--- config.mk ---
export PLATFORM = sky130hd
export DESIGN_NAME = trainer_frame_stuffing_encoder_core
export DESIGN_NICKNAME = d
export VERILOG_FILES = /design/src/tfse_pkg.sv /design/src/tfse_encode.sv /design/src/tfse_serializer.sv /design/src/trainer_frame_stuffing_encoder_core.sv
export SDC_FILE = /design/constraint.sdc
export NUM_CORES = 1
export LEC_CHECK = 0
export BUFFER_PORTS_ARGS = -buffer_cell sky130_fd_sc_hd__buf_2
export CELL_PAD_IN_SITES_DETAIL_PLACEMENT = 0
export CELL_PAD_IN_SITES_GLOBAL_PLACEMENT = 1
export CORE_UTILIZATION = 40
export DETAILED_ROUTE_END_ITERATION = 8
export GPL_ROUTABILITY_DRIVEN = 0
export PLACE_DENSITY_LB_ADDON = 0.25
export SLEW_MARGIN = 10
export SYNTH_ARGS = -nofsm -noshare
export SYNTH_HDL_FRONTEND = slang
export SYNTH_SLANG_ARGS = --single-unit
--- constraint.sdc ---
create_clock -name clk -period 15.7 [get_ports clk]
set_input_delay 2.355 -clock clk [delete_from_list [all_inputs] [get_ports clk]]
set_output_delay 2.355 -clock clk [all_outputs]
set_load 0.01 [all_outputs]
--- src/tfse_pkg.sv ---
// ----------------------------------------------------------------------------
// tfse_pkg
// types and constants of the byte-stuffed trainer frame encoder
// ----------------------------------------------------------------------------
`default_nettype none

package tfse_pkg;

  localparam logic [7:0] FLAG_BYTE = 8'h7E;
  localparam logic [7:0] ESC_BYTE  = 8'h7D;
  localparam logic [7:0] ESC_XOR   = 8'h20;
  localparam logic [7:0] TYPE_BYTE = 8'h80;

  localparam int VALUE_W = 12;
  localparam int RUN_LEN = 10;                       // longest byte run of one item
  localparam int RUN_CNT_W = $clog2(RUN_LEN + 1);

  typedef logic [RUN_CNT_W-1:0] run_cnt_t;

  typedef struct packed {
    logic [VALUE_W-1:0] first_value;
    logic [VALUE_W-1:0] second_value;
    logic               frame_start;
    logic               frame_end;
  } tfse_item_t;

  typedef struct packed {
    logic [RUN_LEN-1:0][7:0] bytes;   // entry 0 goes out first
    run_cnt_t                count;
    logic                    closes;  // run ends with the closing flag
  } tfse_run_t;

endpackage

`default_nettype wire

--- src/tfse_encode.sv ---
// ----------------------------------------------------------------------------
// tfse_encode
// packs one channel pair into bytes, stuffs them and frames the run
// ----------------------------------------------------------------------------
`default_nettype none

module tfse_encode import tfse_pkg::*; (
  input  tfse_item_t  item,
  input  logic [7:0]  checksum,
  output tfse_run_t   run,
  output logic [7:0]  checksum_next
);

  logic [2:0][7:0] data_bytes;
  logic [7:0]      cs;
  run_cnt_t        pos;

  assign data_bytes[0] = item.first_value[7:0];
  assign data_bytes[1] = {item.first_value[11:8], item.second_value[7:4]};
  assign data_bytes[2] = {item.second_value[3:0], item.second_value[11:8]};

  always_comb begin
    run = '0;
    pos = '0;
    cs  = checksum;

    // frame opening: raw flag, then the type byte which enters the checksum
    if (item.frame_start) begin
      cs = TYPE_BYTE;
      run.bytes[pos] = FLAG_BYTE;
      pos = pos + run_cnt_t'(1);
      run.bytes[pos] = TYPE_BYTE;
      pos = pos + run_cnt_t'(1);
    end

    for (int k = 0; k < 3; k++) begin
      cs = cs ^ data_bytes[k];
      if (data_bytes[k] == FLAG_BYTE || data_bytes[k] == ESC_BYTE) begin
        run.bytes[pos] = ESC_BYTE;
        pos = pos + run_cnt_t'(1);
        run.bytes[pos] = data_bytes[k] ^ ESC_XOR;
      end else begin
        run.bytes[pos] = data_bytes[k];
      end
      pos = pos + run_cnt_t'(1);
    end

    // frame closing: raw checksum, then the flag
    if (item.frame_end) begin
      run.bytes[pos] = cs;
      pos = pos + run_cnt_t'(1);
      run.bytes[pos] = FLAG_BYTE;
      pos = pos + run_cnt_t'(1);
    end

    run.count     = pos;
    run.closes    = item.frame_end;
    checksum_next = cs;
  end

endmodule

`default_nettype wire

--- src/tfse_serializer.sv ---
// ----------------------------------------------------------------------------
// tfse_serializer
// holds one encoded run and sends it one byte per transaction
// ----------------------------------------------------------------------------
`default_nettype none

module tfse_serializer import tfse_pkg::*; (
  input  logic       clk,
  input  logic       rst,
  input  logic       load,
  input  tfse_run_t  run,
  output logic       can_load,
  output logic       out_valid,
  input  logic       out_ready,
  output logic [7:0] out_byte,
  output logic       last_of_run,
  output logic       frame_done
);

  logic [RUN_LEN-1:0][7:0] held;
  run_cnt_t                remaining;
  logic                    closes;
  logic                    last;

  assign last        = (remaining == run_cnt_t'(1));
  assign out_valid   = (remaining != '0);
  assign out_byte    = held[0];
  assign last_of_run = last;
  assign frame_done  = last && closes;
  assign can_load    = (remaining == '0) || (last && out_ready);

  always_ff @(posedge clk) begin
    if (rst) begin
      remaining <= '0;
      closes    <= 1'b0;
    end else if (load) begin
      remaining <= run.count;
      closes    <= run.closes;
    end else if (out_valid && out_ready) begin
      remaining <= remaining - run_cnt_t'(1);
    end
  end

  // byte shift line, no reset needed
  always_ff @(posedge clk) begin
    if (load) begin
      held <= run.bytes;
    end else if (out_valid && out_ready) begin
      held <= {8'h00, held[RUN_LEN-1:1]};
    end
  end

endmodule

`default_nettype wire

--- src/trainer_frame_stuffing_encoder_core.sv ---
// an accepted pair moves from the input register into the serializer before its first byte shows
// throughput: one output byte per cycle while out_ready is high; a pair
//   gives 3 to 10 bytes (3 data bytes, one more per escape, 2 per frame edge)
// the input register takes the next pair while the serializer drains a run
// reset (synchronous, active high) empties both stages and clears the checksum
// ----------------------------------------------------------------------------
// trainer_frame_stuffing_encoder_core
// byte-stuffed frame encoder for 12-bit trainer channel pairs
// ----------------------------------------------------------------------------
`default_nettype none

module trainer_frame_stuffing_encoder_core import tfse_pkg::*; (
  input  wire logic               clk,
  input  wire logic               rst,
  input  wire logic               in_valid,
  output logic                    in_ready,
  input  wire logic [VALUE_W-1:0] first_value,
  input  wire logic [VALUE_W-1:0] second_value,
  input  wire logic               frame_start,
  input  wire logic               frame_end,
  output logic                    out_valid,
  input  wire logic               out_ready,
  output logic [7:0]              out_byte,
  output logic                    last_of_run,
  output logic                    frame_done
);

  // input register stage
  tfse_item_t item;
  logic       item_full;

  // running checksum, updated as each pair moves into the serializer
  logic [7:0] checksum;
  logic [7:0] checksum_next;

  tfse_run_t  run;
  logic       can_load;
  logic       load;

  assign load     = item_full && can_load;
  // free slot, or the held pair leaves in this same cycle
  assign in_ready = !item_full || can_load;

  always_ff @(posedge clk) begin
    if (rst) begin
      item_full <= 1'b0;
    end else if (in_valid && in_ready) begin
      item_full <= 1'b1;
    end else if (load) begin
      item_full <= 1'b0;
    end
  end

  always_ff @(posedge clk) begin
    if (in_valid && in_ready) begin
      item.first_value  <= first_value;
      item.second_value <= second_value;
      item.frame_start  <= frame_start;
      item.frame_end    <= frame_end;
    end
  end

  always_ff @(posedge clk) begin
    if (rst) begin
      checksum <= '0;
    end else if (load) begin
      checksum <= checksum_next;
    end
  end

  // pack, stuff and frame the held pair
  tfse_encode u_encode (
    .item          (item),
    .checksum      (checksum),
    .run           (run),
    .checksum_next (checksum_next)
  );

  // one byte per output transaction
  tfse_serializer u_serializer (
    .clk         (clk),
    .rst         (rst),
    .load        (load),
    .run         (run),
    .can_load    (can_load),
    .out_valid   (out_valid),
    .out_ready   (out_ready),
    .out_byte    (out_byte),
    .last_of_run (last_of_run),
    .frame_done  (frame_done)
  );

endmodule

`default_nettype wire

**Word level (Yosys, flattened, before mapping)**

Cells that the tools add are included.

- Add/sub/neg operators: 9
- Order comparisons: 16
- Equality and inequality tests: 7
- Mux-type cells: 40
- Bitwise gates (word level): 18
- Reduce and logical (&&, ||, !) cells: 23

Operator list:

| operator | count |
|---|---|
| 80-bit bitwise mux | 7 |
| 80-bit 2-to-1 mux | 6 |
| 8-bit demux with 4-bit select | 8 |
| 60-bit OR | 3 |
| 20-bit NOT | 4 |
| 8-bit 2-to-1 mux | 9 |
| 20-bit AND | 3 |
| 12-bit by 60-bit OR with 60-bit output | 1 |
| 8-bit by 7-bit == test with 1-bit output, second input constant | 6 |
| 4-bit by 5-bit less-than comparator with 1-bit output, second input constant | 7 |
| 4-bit by 1-bit adder with 4-bit output, second input constant | 7 |
| 4-bit by 1-bit greater-or-equal comparator with 1-bit output, second input constant | 7 |
| 4-bit 2-to-1 mux | 6 |
| 8-bit XOR | 3 |
| 4-bit by 20-bit AND with 20-bit output | 1 |
| 16-bit 2-to-1 mux | 1 |
| 1-bit logical AND | 13 |
| 1-bit logical OR | 5 |
| 2-bit by 5-bit less-than comparator with 1-bit output, second input constant | 1 |
| 4-bit by 1-bit == test with 1-bit output, second input constant | 1 |
| 4-bit zero test | 1 |
| 2-bit nonzero test | 2 |
| 4-bit nonzero test | 1 |
| 4-bit by 1-bit subtractor with 4-bit output, second input constant | 1 |
| other kinds (6) | 9 |

- Register bits after elaboration: 120
- Input port bits: 30
- Output and inout bits: 12
- Word-level logic and storage cells: 131

**Longest topological paths before layout**

Gate-level depths: netlist (run 1).

- Depth after elaboration: 19
- Gate-level depth with buffers: 22
- Depth with buffers taken out: 16

**Modules after synthesis**

Synthesis (run 1) repeated with hierarchy kept, for this count alone.

- Cells, all modules: 1104
- Area total of the unflattened synthesis: 10015.9 um^2

Modules (own cells, without submodules):

| module | instances | cells an instance | area an instance (um^2) | sequential area each (um^2) |
|---|---|---|---|---|
| tfse_encode | 1 | 817 | 5098.6 | 0.0 |
| tfse_serializer | 1 | 218 | 3716.1 | 2502.4 |
| trainer_frame_stuffing_encoder_core | 1 | 69 | 1201.2 | 960.9 |

**Worst setup path after synthesis (run 1)**

Ideal clock, no wire load.

- Path type: flip-flop to flip-flop
- Start: reg, netlist name item[15]
- End: reg u_serializer.held[39] (netlist name) (data pin)
- Library setup time: 0.255 ns
- Data arrival time: 4.914 ns
- Required time: 15.445 ns
- Slack: 10.531 ns
- Cell stages (with the launch flop): 21
- Path buffers: 5
- Period minus slack after synthesis: 5.169 ns
- Cells stage by stage: edfxtp_1 -> buf_4 -> xor2_1 -> nand3_1 -> clkbuf_1 -> ha_1 -> buf_1 -> xnor2_1 -> inv_1 -> ha_1 -> clkbuf_2 -> o21ai_1 -> nand2_1 -> ha_1 -> xnor3_2 -> a21oi_1 -> a311oi_2 -> xnor2_2 -> or4_1 -> buf_2 -> and2_1

- Cells in the longest elaborated chain, start to end: 19
- Elaborated cells between the ends (all ways): 58
- Those cells by class: add/sub (6); order compare (12); eq/ne (2); mux (25); bitwise (6); reduce/logical (7)

Ends and longest elaborated chain:

| item | line | RTL |
|---|---|---|
| 8-bit by 7-bit == test with 1-bit output | tfse_encode.sv:38 | `if (data_bytes[k] == FLAG_BYTE \|\| data_bytes[k] == ESC_BYTE) begin` |
| 1-bit logical OR * | tfse_encode.sv:38 |  |
| 4-bit 2-to-1 mux | tfse_encode.sv:38 |  |
| 4-bit by 1-bit adder with 4-bit output | tfse_encode.sv:45 | `pos = pos + run_cnt_t'(1);` |
| 4-bit by 1-bit adder with 4-bit output (tied with other cells) | tfse_encode.sv:40 | `pos = pos + run_cnt_t'(1);` |
| 4-bit 2-to-1 mux / 1-bit logical AND (equally long branches) | tfse_encode.sv:38, tfse_encode.sv:39, tfse_encode.sv:43 |  |
| 4-bit by 1-bit adder with 4-bit output / 8-bit 2-to-1 mux (equally long branches) | tfse_encode.sv:45, tfse_encode.sv:39, tfse_encode.sv:43 |  |
| 4-bit by 1-bit adder with 4-bit output (tied with other cells) | tfse_encode.sv:40 |  |
| [3 not listed] | - |  |
| 4-bit by 5-bit less-than comparator with 1-bit output (implied by the code) (tied with other cells) | tfse_encode.sv:52 | `run.bytes[pos] = FLAG_BYTE;` |
| 1-bit logical AND (implied by the code) / 20-bit AND (equally long branches) | - |  |
| 8-bit 2-to-1 mux (implied by the code) / 80-bit bitwise mux (equally long branches) | tfse_encode.sv:52, tfse_encode.sv:41 |  |
| 8-bit demux with 4-bit select / 80-bit 2-to-1 mux (equally long branches) | - |  |
| 20-bit NOT (no line) / 80-bit bitwise mux (equally long branches) | - |  |
| 20-bit AND (no line) | - |  |
| 80-bit 2-to-1 mux * | tfse_encode.sv:49 | `if (item.frame_end) begin` |
| 80-bit 2-to-1 mux * | tfse_serializer.sv:46 | `if (load) begin` |
| end signal, assigned | tfse_serializer.sv:47 | `held <= run.bytes;` |
| end signal, assigned | tfse_serializer.sv:49 | `held <= {8'h00, held[RUN_LEN-1:1]};` |
| end, declared | tfse_serializer.sv:20 | `logic [RUN_LEN-1:0][7:0] held;` |

Mark *: on every way between the ends. The rest lies on a longest branch, timed or not.
A chain may end at the register's enable or synchronous reset.

**Worst setup path in the final report (run 1)**

- Start: reg, netlist name item[15]
- End: reg u_serializer.held[48] (netlist name) (data pin)

- Cells in the longest elaborated chain, start to end: 19
- Elaborated cells between the ends (all ways): 56
- Those cells by class: add/sub (6); order compare (12); eq/ne (2); mux (25); bitwise (4); reduce/logical (7)

Ends and longest elaborated chain:

| item | line |
|---|---|
| 8-bit by 7-bit == test with 1-bit output | tfse_encode.sv:38 |
| 1-bit logical OR * | tfse_encode.sv:38 |
| 4-bit 2-to-1 mux | tfse_encode.sv:38 |
| 4-bit by 1-bit adder with 4-bit output | tfse_encode.sv:45 |
| 4-bit by 1-bit adder with 4-bit output | tfse_encode.sv:40 |
| 4-bit 2-to-1 mux | tfse_encode.sv:38 |
| 4-bit by 1-bit adder with 4-bit output | tfse_encode.sv:45 |
| 4-bit by 1-bit adder with 4-bit output | tfse_encode.sv:40 |
| [3 not listed] | - |
| 4-bit by 5-bit less-than comparator with 1-bit output (implied by the code) / 4-bit by 1-bit greater-or-equal comparator with 1-bit output (equally long branches) | tfse_encode.sv:52 |
| 1-bit logical AND (implied by the code) | tfse_encode.sv:52 |
| 8-bit 2-to-1 mux (implied by the code) | tfse_encode.sv:52 |
| 8-bit demux with 4-bit select | - |
| 20-bit NOT (no line) | - |
| 20-bit AND (no line) | - |
| 80-bit 2-to-1 mux * | tfse_encode.sv:49 |
| 80-bit 2-to-1 mux * | tfse_serializer.sv:46 |

Marks and branches as above.

==> metrics, run 1 <==
clock root buffer=clkbuf_16; initial core utilization=about two fifths; CP endpoint kind=flop; hold buffer count at CTS=0; post-cts sizing count=0; Clock Pin Slew Worst Setup and Hold Paths=60 ps; initial antenna violation count=0; Sink Count=120; Psw=0.593 mW; MaxCap Viol Count=0; Slew @ Worst Pin=roughly 1200 ps; min Tclk post-route=approximately 6400 ps; post-route clock period utilization=41.0%; DR iter-0 viols=between 1000 and 1500; worst stage delay on the critical path=roughly 820 ps; synth warn=0; HP Class=flop to flop; WP buf/inv=0; Post-synth EDFFs=approximately 110; WP data required=around 16000 ps; critical path's top delay family=simple AND/OR/NAND/NOR gates; CTS tree=done; status=finished clean; total core area=between 0.02 and 0.025 mm^2; TritonRoute pass-1 iters=6; first-pass GRT wire length=roughly 52 mm; gr usage total=between 20% and 30%; dpl ws=between 9000 and 10000 ps; synth-to-layout area growth=9.75%; Leakage=3.79 nW; Post-synth top flop=edfxtp_1; CP cell instances=xor2_1, nand3_1, ha_1, xnor2_1, ha_1, xnor2_1, nor4_2, nor3b_4, nand4_1, o221ai_2, or2_0, xnor2_2, o31ai_2, o21ai_0; Residual DRC=0; average size of a mapped cell=just under 9 um^2; max-slew violations=0; Overflow after GRT=0; r2r setup slk=9270 ps; Crit path arrival time=about 6600 ps; Switching Share=37.9%; clk_lat worst skew=around 420 ps; DRT antenna net count=0; I/O pin total=42; largest net degree at the start of global routing=between 80 and 90; Synth cell types=slightly below 90; Gate power share=a little under two fifths; Peak VDD IR=0.113 mV; CP startpoint kind=flop; Fin. Hold Viols=0; Crit Path Class=flop to flop; Setup-failing EPs final=0; htree depth=4; clock group share of total power=24.6%; Mapped Nets=between 1000 and 1500; register area share after synthesis=a little under two fifths; Synth Cell Area=0.00926 mm^2; post-DR vias/cell=6.58; CTS buffer count=17; vias post-DR=around 8700; Synth Instances=1038; Setup Total Neg Slack=0 ps; async set-or-reset flop fraction in the synthesized netlist=0%; post-synthesis register bit count=120; post-DR wirelength/cell=~26 um; number of port buffers=41; skew final=between 10 and 15 ps; Post-CTS Setup Repair Bufs=0; Rel. slew slack=between 10% and 20%; Sequential Power Share=around two fifths; row count=55; diode count=0; CTS max path bufs=2; total die area=between 0.02 and 0.025 mm^2; Final Net Count=roughly 1100; Worst path slowest cell=ha_1; fraction of layout cells with a size suffix above 1=between 10 and 15%; number of global-route vias before repair=between 8000 and 9000; die height=approximately 150 um; RSZ-0062 raised after global routing=no; fmax=~0.16 GHz; post-detail-place hpwl=~26 mm; PwrDens=~150 mW/mm^2; filler instances=~2200; Setup WS post-layout=9270 ps; Power Internal=0.973 mW; final WL=approximately 35 mm; critical path fanouts, max=20; Die W=154 um
==> Yosys cell counts (all sizes together) (14+ instances only) <==
cell / number / share of area (%)
nand2: 120 / 4.9
edfxtp: 106 / 34
nor2: 92 / 3.8
a21oi: 70 / 3.8
clkbuf: 60 / 2.4
o21ai: 48 / 2.6
xnor2: 44 / 4.7
nand3: 36 / 1.9
nor3: 34 / 2.1
buf: 32 / 2.1
mux2i: 31 / 3.4
o211ai: 26 / 2.1
ha: 23 / 3.1
inv: 22 / 0.89
a211oi: 20 / 1.6
o2111ai: 18 / 1.7
a31oi: 16 / 1.1
and2: 16 / 1.1
dfxtp: 14 / 3.0
==> tightest hold or removal path, delay by kind of cell, from the launching register on <==
| family | cells | cell delay [ps] |
|---|---|---|
| flops | 1 | 310 |
| simple gates | 1 | 50 |
| compound gates | 1 | 50 |
==> layer usage <==
metal / share of wire (%) / up-vias / global-route usage (%)
met5: 0 / - / 0
met4: 4.1 / 0 / 12.5
met3: 11 / 104 / 6.68
met2: 44 / 577 / 46.6
met1: 41 / 4126 / 39.6
li1: - / 3899 / -
==> final timing paths <==
kind / from / cells past startpoint / end
worst max-delay path: item[15]$_DFFE_PP_ / 14 / u_serializer.held[48]$_DFFE_PP_
worst min-delay path: u_serializer.closes$_SDFFE_PP0P_ / 2 / u_serializer.closes$_SDFFE_PP0P_
worst max register to register: item[15]$_DFFE_PP_ / 14 / u_serializer.held[48]$_DFFE_PP_
worst min register to register: u_serializer.closes$_SDFFE_PP0P_ / 2 / u_serializer.closes$_SDFFE_PP0P_
==> final cells by class <==
class	count	area, um^2	share of cell area (%)
clock inverter	5	27.5	0.271
clock buffer	27	558	5.49
multi-input combinational	803	5310	52.3
sequential	120	3460	34.1
tap	285	357	3.51
timing repair buffer	61	355	3.50
inverter	23	87.6	0.862
==> placed cells by master, fill, tap and decap left out, types with 7 or more instances in the layout <==
master,n
nand2_1,120
edfxtp_1,106
nor2_1,90
a21oi_1,70
o21ai_0,45
buf_2,41
xnor2_1,38
nand3_1,36
mux2i_1,31
nor3_1,31
o211ai_1,26
ha_1,23
clkbuf_16,21
inv_1,20
a211oi_1,20
buf_4,20
o2111ai_1,18
a31oi_1,16
and2_1,14
dfxtp_1,14
a211o_1,12
o32a_1,12
nand4_1,11
o22a_1,9
o22ai_1,9
o211a_1,9
or3_1,8
xor2_1,8
and3_1,8
a22oi_1,8
nand2b_1,7
o2bb2ai_1,7
mux2_2,7
==> logic make-up after synthesis <==
family / share of synthesized area, %
AO/OA/AOI/OAI: 24.6
XOR/XNOR: 5.71
adder cells (fa/ha/maj): 3.11
buffers and inverters: 5.46
flip-flops: 37.4
multiplexers: 4.33
AND/OR/NAND/NOR: 19.4
==> power by group through the flow <==
stage	clock network, mW	logic (mW)	registers (mW)
final	0.385	0.583	0.597
after floorplan	0	0.417	0.567
after CTS	0.391	0.573	0.595
after global placement	0	0.571	0.598
after detailed placement	0	0.571	0.600
after global routing	0.402	0.627	0.607
==> per-stage QoR <==
stage	hold slack (ps)	instances	utilization, %	total power [mW]	cell area [um^2]
4_1_cts	459	1324	44.9	1.56	10200
3_5_place_dp	451	1292	42.3	1.17	9570
2_1_floorplan	432	1038	-	0.984	9260
6_report	456	1324	44.9	1.57	10200
5_1_grt	506	1324	44.9	1.64	10200
3_3_place_gp	450	1292	42.3	1.17	9570
==> state kept, by name, summed over array words and instances (netlist names) <==
signal                  flops
checksum                    8
u_serializer.held          72
u_serializer.out_byte       8
u_serializer.closes         1
u_serializer.remaining      4
item_full                   1
item                       26
No activity file was read; power rests on OpenSTA's default activity.
==> run 2: changes to the inputs <==
Clock period 15.7 ns to 6.4 ns, I/O delays scaled along.
==> run 2 against run 1 <==
Effect of this change: global-route usage grew 0.73 points; clock power rose to 2.5 times the previous value; sequential cell count stayed put.
==> metrics, run 2 (synthesis gave the netlist of run 1 again) <==
status=finished clean; vias post-DR=8739 (+0.38%); Final Net Count=1097 (+1.7%); Die W=154 um (unchanged); critical path's most frequent cell=ha_1; Setup Total Neg Slack=0 ps (unchanged); diode count=0 (unchanged); filler instances=2219 (+1.6%); max reg flops=72 (unchanged); skew final=14.3 ps (+3.25 ps); min Tclk post-route=5930 ps (-497 ps); Crit path arrival time=6060 ps (-510 ps); WP data required=6530 ps (-9310 ps); Power Internal=2.42 mW (+150%); Residual DRC=0 (unchanged); Setup-failing EPs final=0 (unchanged); post-DR vias/cell=6.51 (-0.97%); post-detail-place hpwl=26.2 mm (+2.1%); PwrDens=378 mW/mm^2 (+150%); first-pass GRT wire length=52.8 mm (+1.4%); Sink Count=120 (unchanged); max-slew violations=0 (unchanged); initial antenna violation count=0 (unchanged); Switching Share=37.8% (-0.047 points); Gate power share=38.4% (+1.1 points); MaxCap Viol Count=0 (unchanged); number of port buffers=41 (unchanged); DRT antenna net count=0 (unchanged); FF-to-FF End=u_serializer.held[64]$_DFFE_PP_; synth-to-layout area growth=11.2%; most common cell after layout, fill and taps aside=nand2_1; Leakage=3.87 nW (+2.2%); Sequential Power Share=36.7% (-1.4 points); TritonRoute pass-1 iters=5 (-1); Largest regs=u_serializer.held: 72 flops, item: 26 flops; total core area=0.0226 mm^2 (unchanged); Worst Hold End=u_serializer.closes$_SDFFE_PP0P_; critical path fanouts, max=15 (-25%); total die area=0.0237 mm^2 (unchanged); CTS tree=done; Fin. Hold Viols=0 (unchanged); die height=154 um (unchanged); initial core utilization=40.9% (unchanged); Post-CTS Setup Repair Bufs=0 (unchanged); Rel. slew slack=24.7% (+10 points); worst stage delay on the critical path=740 ps (-80 ps); Crit Path Class=flop to flop; gr usage total=30.5% (+0.73 points); CTS buffer count=17 (unchanged); reg2reg start=item[15]$_DFFE_PP_; Most flops, register=u_serializer.held; Register-to-Register Path Depth=15 (+1); number of global-route vias before repair=8203 (+1.7%); DR iter-0 viols=1218 (+7.3%); clk_lat worst skew=430 ps (about the same); Clock Pin Slew Worst Setup and Hold Paths=60 ps (about the same); largest net degree at the start of global routing=82 (-7.9%); CTS max path bufs=2 (unchanged); clock root buffer=clkbuf_16; fraction of layout cells with a size suffix above 1=14.1% (+1.5 points); r2r setup slk=470 ps (-8800 ps); hold depth=2 (unchanged); Slew @ Worst Pin=1100 ps (-149 ps); Overflow after GRT=0 (unchanged); Worst path slowest cell=o31ai_2; final WL=35.5 mm (+1.3%); htree depth=4 (unchanged); row count=55 (unchanged); post-DR wirelength/cell=26.5 um (about the same); most frequent cells in the layout=nand2_1 (120), edfxtp_1 (106), nor2_1 (90), a21oi_1 (70), o21ai_0 (45); I/O pin total=42 (unchanged); CP endpoint kind=flop; fmax=0.169 GHz (+8.4%); CP startpoint kind=flop; CP cell instances=xor2_1, nand3_1, inv_2, xnor2_2, inv_1, ha_1, o21ai_1, nand2_1, ha_1, xnor3_2, a21oi_1, a311oi_2, xnor2_1, o31ai_2, o21ai_0; Peak VDD IR=0.163 mV (+44%); post-cts sizing count=0 (unchanged); Psw=1.47 mW (+150%); hold_sp=u_serializer.closes$_SDFFE_PP0P_; RSZ-0062 raised after global routing=no; clock group share of total power=25.0% (+0.4 points); HP Class=flop to flop; WHS=457 ps (+0.451 ps); post-route clock period utilization=92.7% (+52 points); hold buffer count at CTS=0 (unchanged)
## run 2: cell types whose count changed in the layout (fill, tap and decap cells not counted), sizes merged
| cell | previous run | this run |
|---|---|---|
| buf | 61 | 79 |
| bufinv | 0 | 3 |
| clkbuf | 27 | 22 |
| inv | 23 | 21 |
| clkinv | 5 | 9 |
## run 2: metrics by stage
step | setup WS, ps | cells | utilization (%) | power [mW] | cell area, um^2
2_1_floorplan | 1230 | 1038 | - | 2.41 | 9260
3_3_place_gp | 637 | 1310 | 42.9 | 2.90 | 9710
3_5_place_dp | 592 | 1310 | 42.9 | 2.91 | 9710
4_1_cts | 583 | 1342 | 45.4 | 3.88 | 10300
5_1_grt | 73.5 | 1342 | 45.4 | 4.08 | 10300
6_report | 467 | 1342 | 45.4 | 3.89 | 10300
## run 2: per-layer routing
metal / routed length [um] / track usage [%] / vias up
met5: 0 / 0 / -
met4: 1770 / 14.8 / 0
met2: 15300 / 45.8 / 550
met1: 14700 / 41.5 / 4152
met3: 3720 / 6.62 / 110
li1: - / - / 3927
## run 2: worst max-delay path: cells and delay by family, from the launching register on
kind	cells	cell delay [ps]
AOI/OAI and AO/OA	5	1920
DFF	1	530
xor gates and xnor gates	4	1260
and+or+nand+nor	2	570
adders and majority gates	2	690
buffers and inverters	2	650
## run 2: final cells by class
class | count | area [um^2] | area share, %
clock buffers | 22 | 454 | 4.41
clock inverters | 10 | 128 | 1.24
inverters | 23 | 87.6 | 0.851
multi-input cells | 803 | 5310 | 51.6
flip-flops and latches | 120 | 3460 | 33.7
well taps | 285 | 357 | 3.47
repair buffers | 79 | 490 | 4.77
## run 2: how the worst max path moves through the flow
stage,endpoint,cells past startpoint,from,slack (ps)
floorplan,u_serializer.held[39]$_DFFE_PP_,20,item[15]$_DFFE_PP_,1230
global placement,u_serializer.held[64]$_DFFE_PP_,15,item[15]$_DFFE_PP_,640
detailed placement,u_serializer.held[64]$_DFFE_PP_,15,item[15]$_DFFE_PP_,590
CTS,u_serializer.held[64]$_DFFE_PP_,15,item[14]$_DFFE_PP_,580
global route,u_serializer.held[64]$_DFFE_PP_,15,item[15]$_DFFE_PP_,70
finish,u_serializer.held[64]$_DFFE_PP_,15,item[15]$_DFFE_PP_,470
## run 2: power groups by stage
stage               registers [mW]  clock network, mW  logic [mW]
CTS                           1.43              0.982        1.47
global route                  1.46               1.01        1.61
global placement              1.44                  0        1.47
finish                        1.43              0.972        1.49
floorplan                     1.39                  0        1.02
detailed placement            1.44                  0        1.47
==> run 3: changes to the inputs <==
Settings changed: PLACE_DENSITY_LB_ADDON 0.25 to 0.1.
==> run 3 against run 2 <==
Effect of this change: routed wire length grew 5.1%; critical path depth is the same; non-clock buffer count grew 8; critical path type unchanged; largest cell class unchanged.
==> metrics, run 3 (synthesis gave the netlist of run 1 again) <==
status=finished clean; post-detail-place hpwl=27.1 mm (+3.7%); RSZ-0062 raised after global routing=no; clk_lat worst skew=430 ps (about the same); die height=154 um (unchanged); largest net degree at the start of global routing=65 (-21%); placed cell area=0.00977 mm^2 (+0.70%); most frequent cells in the layout=nand2_1 (120), edfxtp_1 (106), nor2_1 (90), a21oi_1 (70), buf_4 (46); MaxCap Viol Count=0 (unchanged); TritonRoute pass-1 iters=7 (+2); Switching Share=38.8% (+0.99 points); dpl ws=832 ps (+240 ps); total core area=0.0226 mm^2 (unchanged); design area=0.0104 mm^2 (+1.1%); Sequential Power Share=35.1% (-1.6 points); number of global-route vias before repair=8126 (-0.94%); Setup WS post-layout=652 ps (+185 ps); CTS max path bufs=2 (unchanged); diode count=0 (unchanged); skew final=16.0 ps (+1.72 ps); clock group share of total power=26.2% (+1.2 points); PwrDens=388 mW/mm^2 (+2.6%); max-slew violations=0 (unchanged); min Tclk post-route=5750 ps (-185 ps); max reg flops=72 (unchanged); total die area=0.0237 mm^2 (unchanged); CP startpoint kind=flop; HP Class=flop to flop; WP data required=6540 ps (about the same); first-pass GRT wire length=54.9 mm (+4.1%); hold buffer count at CTS=0 (unchanged); Peak VDD IR=0.184 mV (+13%); CTS tree=done; post-DR wirelength/cell=27.6 um (+4.5%); most common cell after layout, fill and taps aside=nand2_1; register area=0.00346 mm^2 (unchanged); filler instances=2191 (-1.3%); FF-to-FF End=u_serializer.held[71]$_DFFE_PP_; vias post-DR=8782 (+0.49%); Slew @ Worst Pin=1190 ps (+91.2 ps); CTS buffer count=17 (unchanged); I/O pin total=42 (unchanged); DRT antenna net count=0 (unchanged); Register-to-Register Path Depth=15 (unchanged); Sink Count=120 (unchanged); fmax=0.174 GHz (+3.2%); final WL=37.3 mm (+5.1%); Clock Pin Slew Worst Setup and Hold Paths=60 ps (about the same); post-cts sizing count=0 (unchanged); initial core utilization=40.9% (unchanged); Residual DRC=0 (unchanged); r2r setup slk=650 ps (+190 ps); reg2reg start=item[15]$_DFFE_PP_; Final Net Count=1105 (+0.73%); Power Internal=2.47 mW (+2.1%); synth-to-layout area growth=12.4%; clock root buffer=clkbuf_16; Crit Path Class=flop to flop; Largest regs=u_serializer.held: 72 flops, item: 26 flops; gr usage total=31.9% (+1.4 points); Rel. slew slack=20.4% (-4.3 points); htree depth=4 (unchanged); Setup Total Neg Slack=0 ps (unchanged); Most flops, register=u_serializer.held; post-DR vias/cell=6.51 (-0.10%); Gate power share=38.6% (+0.2 points); critical path fanouts, max=15 (unchanged); Die W=154 um (unchanged); CP endpoint kind=flop; Multi-input gate area=0.00532 mm^2 (+0.14%); DR iter-0 viols=1154 (-5.3%); fraction of layout cells with a size suffix above 1=15.2% (+1.1 points); Crit path arrival time=5890 ps (-170 ps); Setup crit start=item[15]$_DFFE_PP_; Setup-failing EPs final=0 (unchanged); Leakage=3.93 nW (+1.4%); Psw=1.57 mW (+6.4%); post-route clock period utilization=89.8% (-2.9 points); row count=55 (unchanged); number of port buffers=41 (unchanged); Overflow after GRT=0 (unchanged); Worst setup endpoint=u_serializer.held[71]$_DFFE_PP_; Fin. Hold Viols=0 (unchanged); Post-CTS Setup Repair Bufs=0 (unchanged); initial antenna violation count=0 (unchanged)
-- run 3: metal layers --
metal | vias up | global-route usage (%) | wire length [um]
met2 | 562 | 48.4 | 16300
met5 | - | 0 | 0
met4 | 0 | 12.0 | 1310
met3 | 75 | 7.41 | 3920
li1 | 3955 | - | -
met1 | 4190 | 43.9 | 15800
-- run 3: cell type report --
type	instances	share of cell area, %
Multi-Input combinational cell	803	51.1
Sequential cell	120	33.3
Timing Repair Buffer	87	5.29
Clock buffer	17	4.09
Tap cell	285	3.43
Clock inverter	15	1.94
Inverter	23	0.842
-- run 3: how the worst min path moves through the flow --
stage / start / slack (ps) / cells after the start / endpoint
2_1_floorplan: u_serializer.closes$_SDFFE_PP0P_ / 430 / 2 / u_serializer.closes$_SDFFE_PP0P_
3_3_place_gp: checksum[3]$_SDFFE_PP0P_ / 450 / 2 / checksum[3]$_SDFFE_PP0P_
3_5_place_dp: checksum[4]$_SDFFE_PP0P_ / 450 / 2 / checksum[4]$_SDFFE_PP0P_
4_1_cts: checksum[4]$_SDFFE_PP0P_ / 460 / 2 / checksum[4]$_SDFFE_PP0P_
5_1_grt: checksum[4]$_SDFFE_PP0P_ / 470 / 2 / checksum[4]$_SDFFE_PP0P_
6_report: checksum[4]$_SDFFE_PP0P_ / 460 / 2 / checksum[4]$_SDFFE_PP0P_
-- run 3: critical path, stage by stage (launching register included) --
cell      delay [ps]
edfxtp_1         530
xor2_1           230
nand3_1          370
inv_2            250
xnor2_2          410
inv_1            260
ha_1             400
o21ai_1          270
nand2_1          200
ha_1             230
xnor3_2          510
a21oi_1           80
a311oi_2         500
xnor2_1          210
o31ai_2          770
o21ai_0          210
-- run 3: power groups by stage --
stage / Combinational, mW / Clock, mW / Sequential [mW]
2_1_floorplan: 1.02 / 0 / 1.39
5_1_grt: 1.67 / 1.10 / 1.44
6_report: 1.56 / 1.06 / 1.42
3_5_place_dp: 1.53 / 0 / 1.43
3_3_place_gp: 1.54 / 0 / 1.43
4_1_cts: 1.54 / 1.07 / 1.42
-- run 3: per-stage QoR --
stage	power, mW	instances	hold WS [ps]	utilization, %
2_1_floorplan	2.41	1038	432	-
3_3_place_gp	2.97	1318	448	43.2
3_5_place_dp	2.96	1318	452	43.2
4_1_cts	4.03	1350	462	45.9
5_1_grt	4.21	1350	475	45.9
6_report	4.04	1350	464	45.9
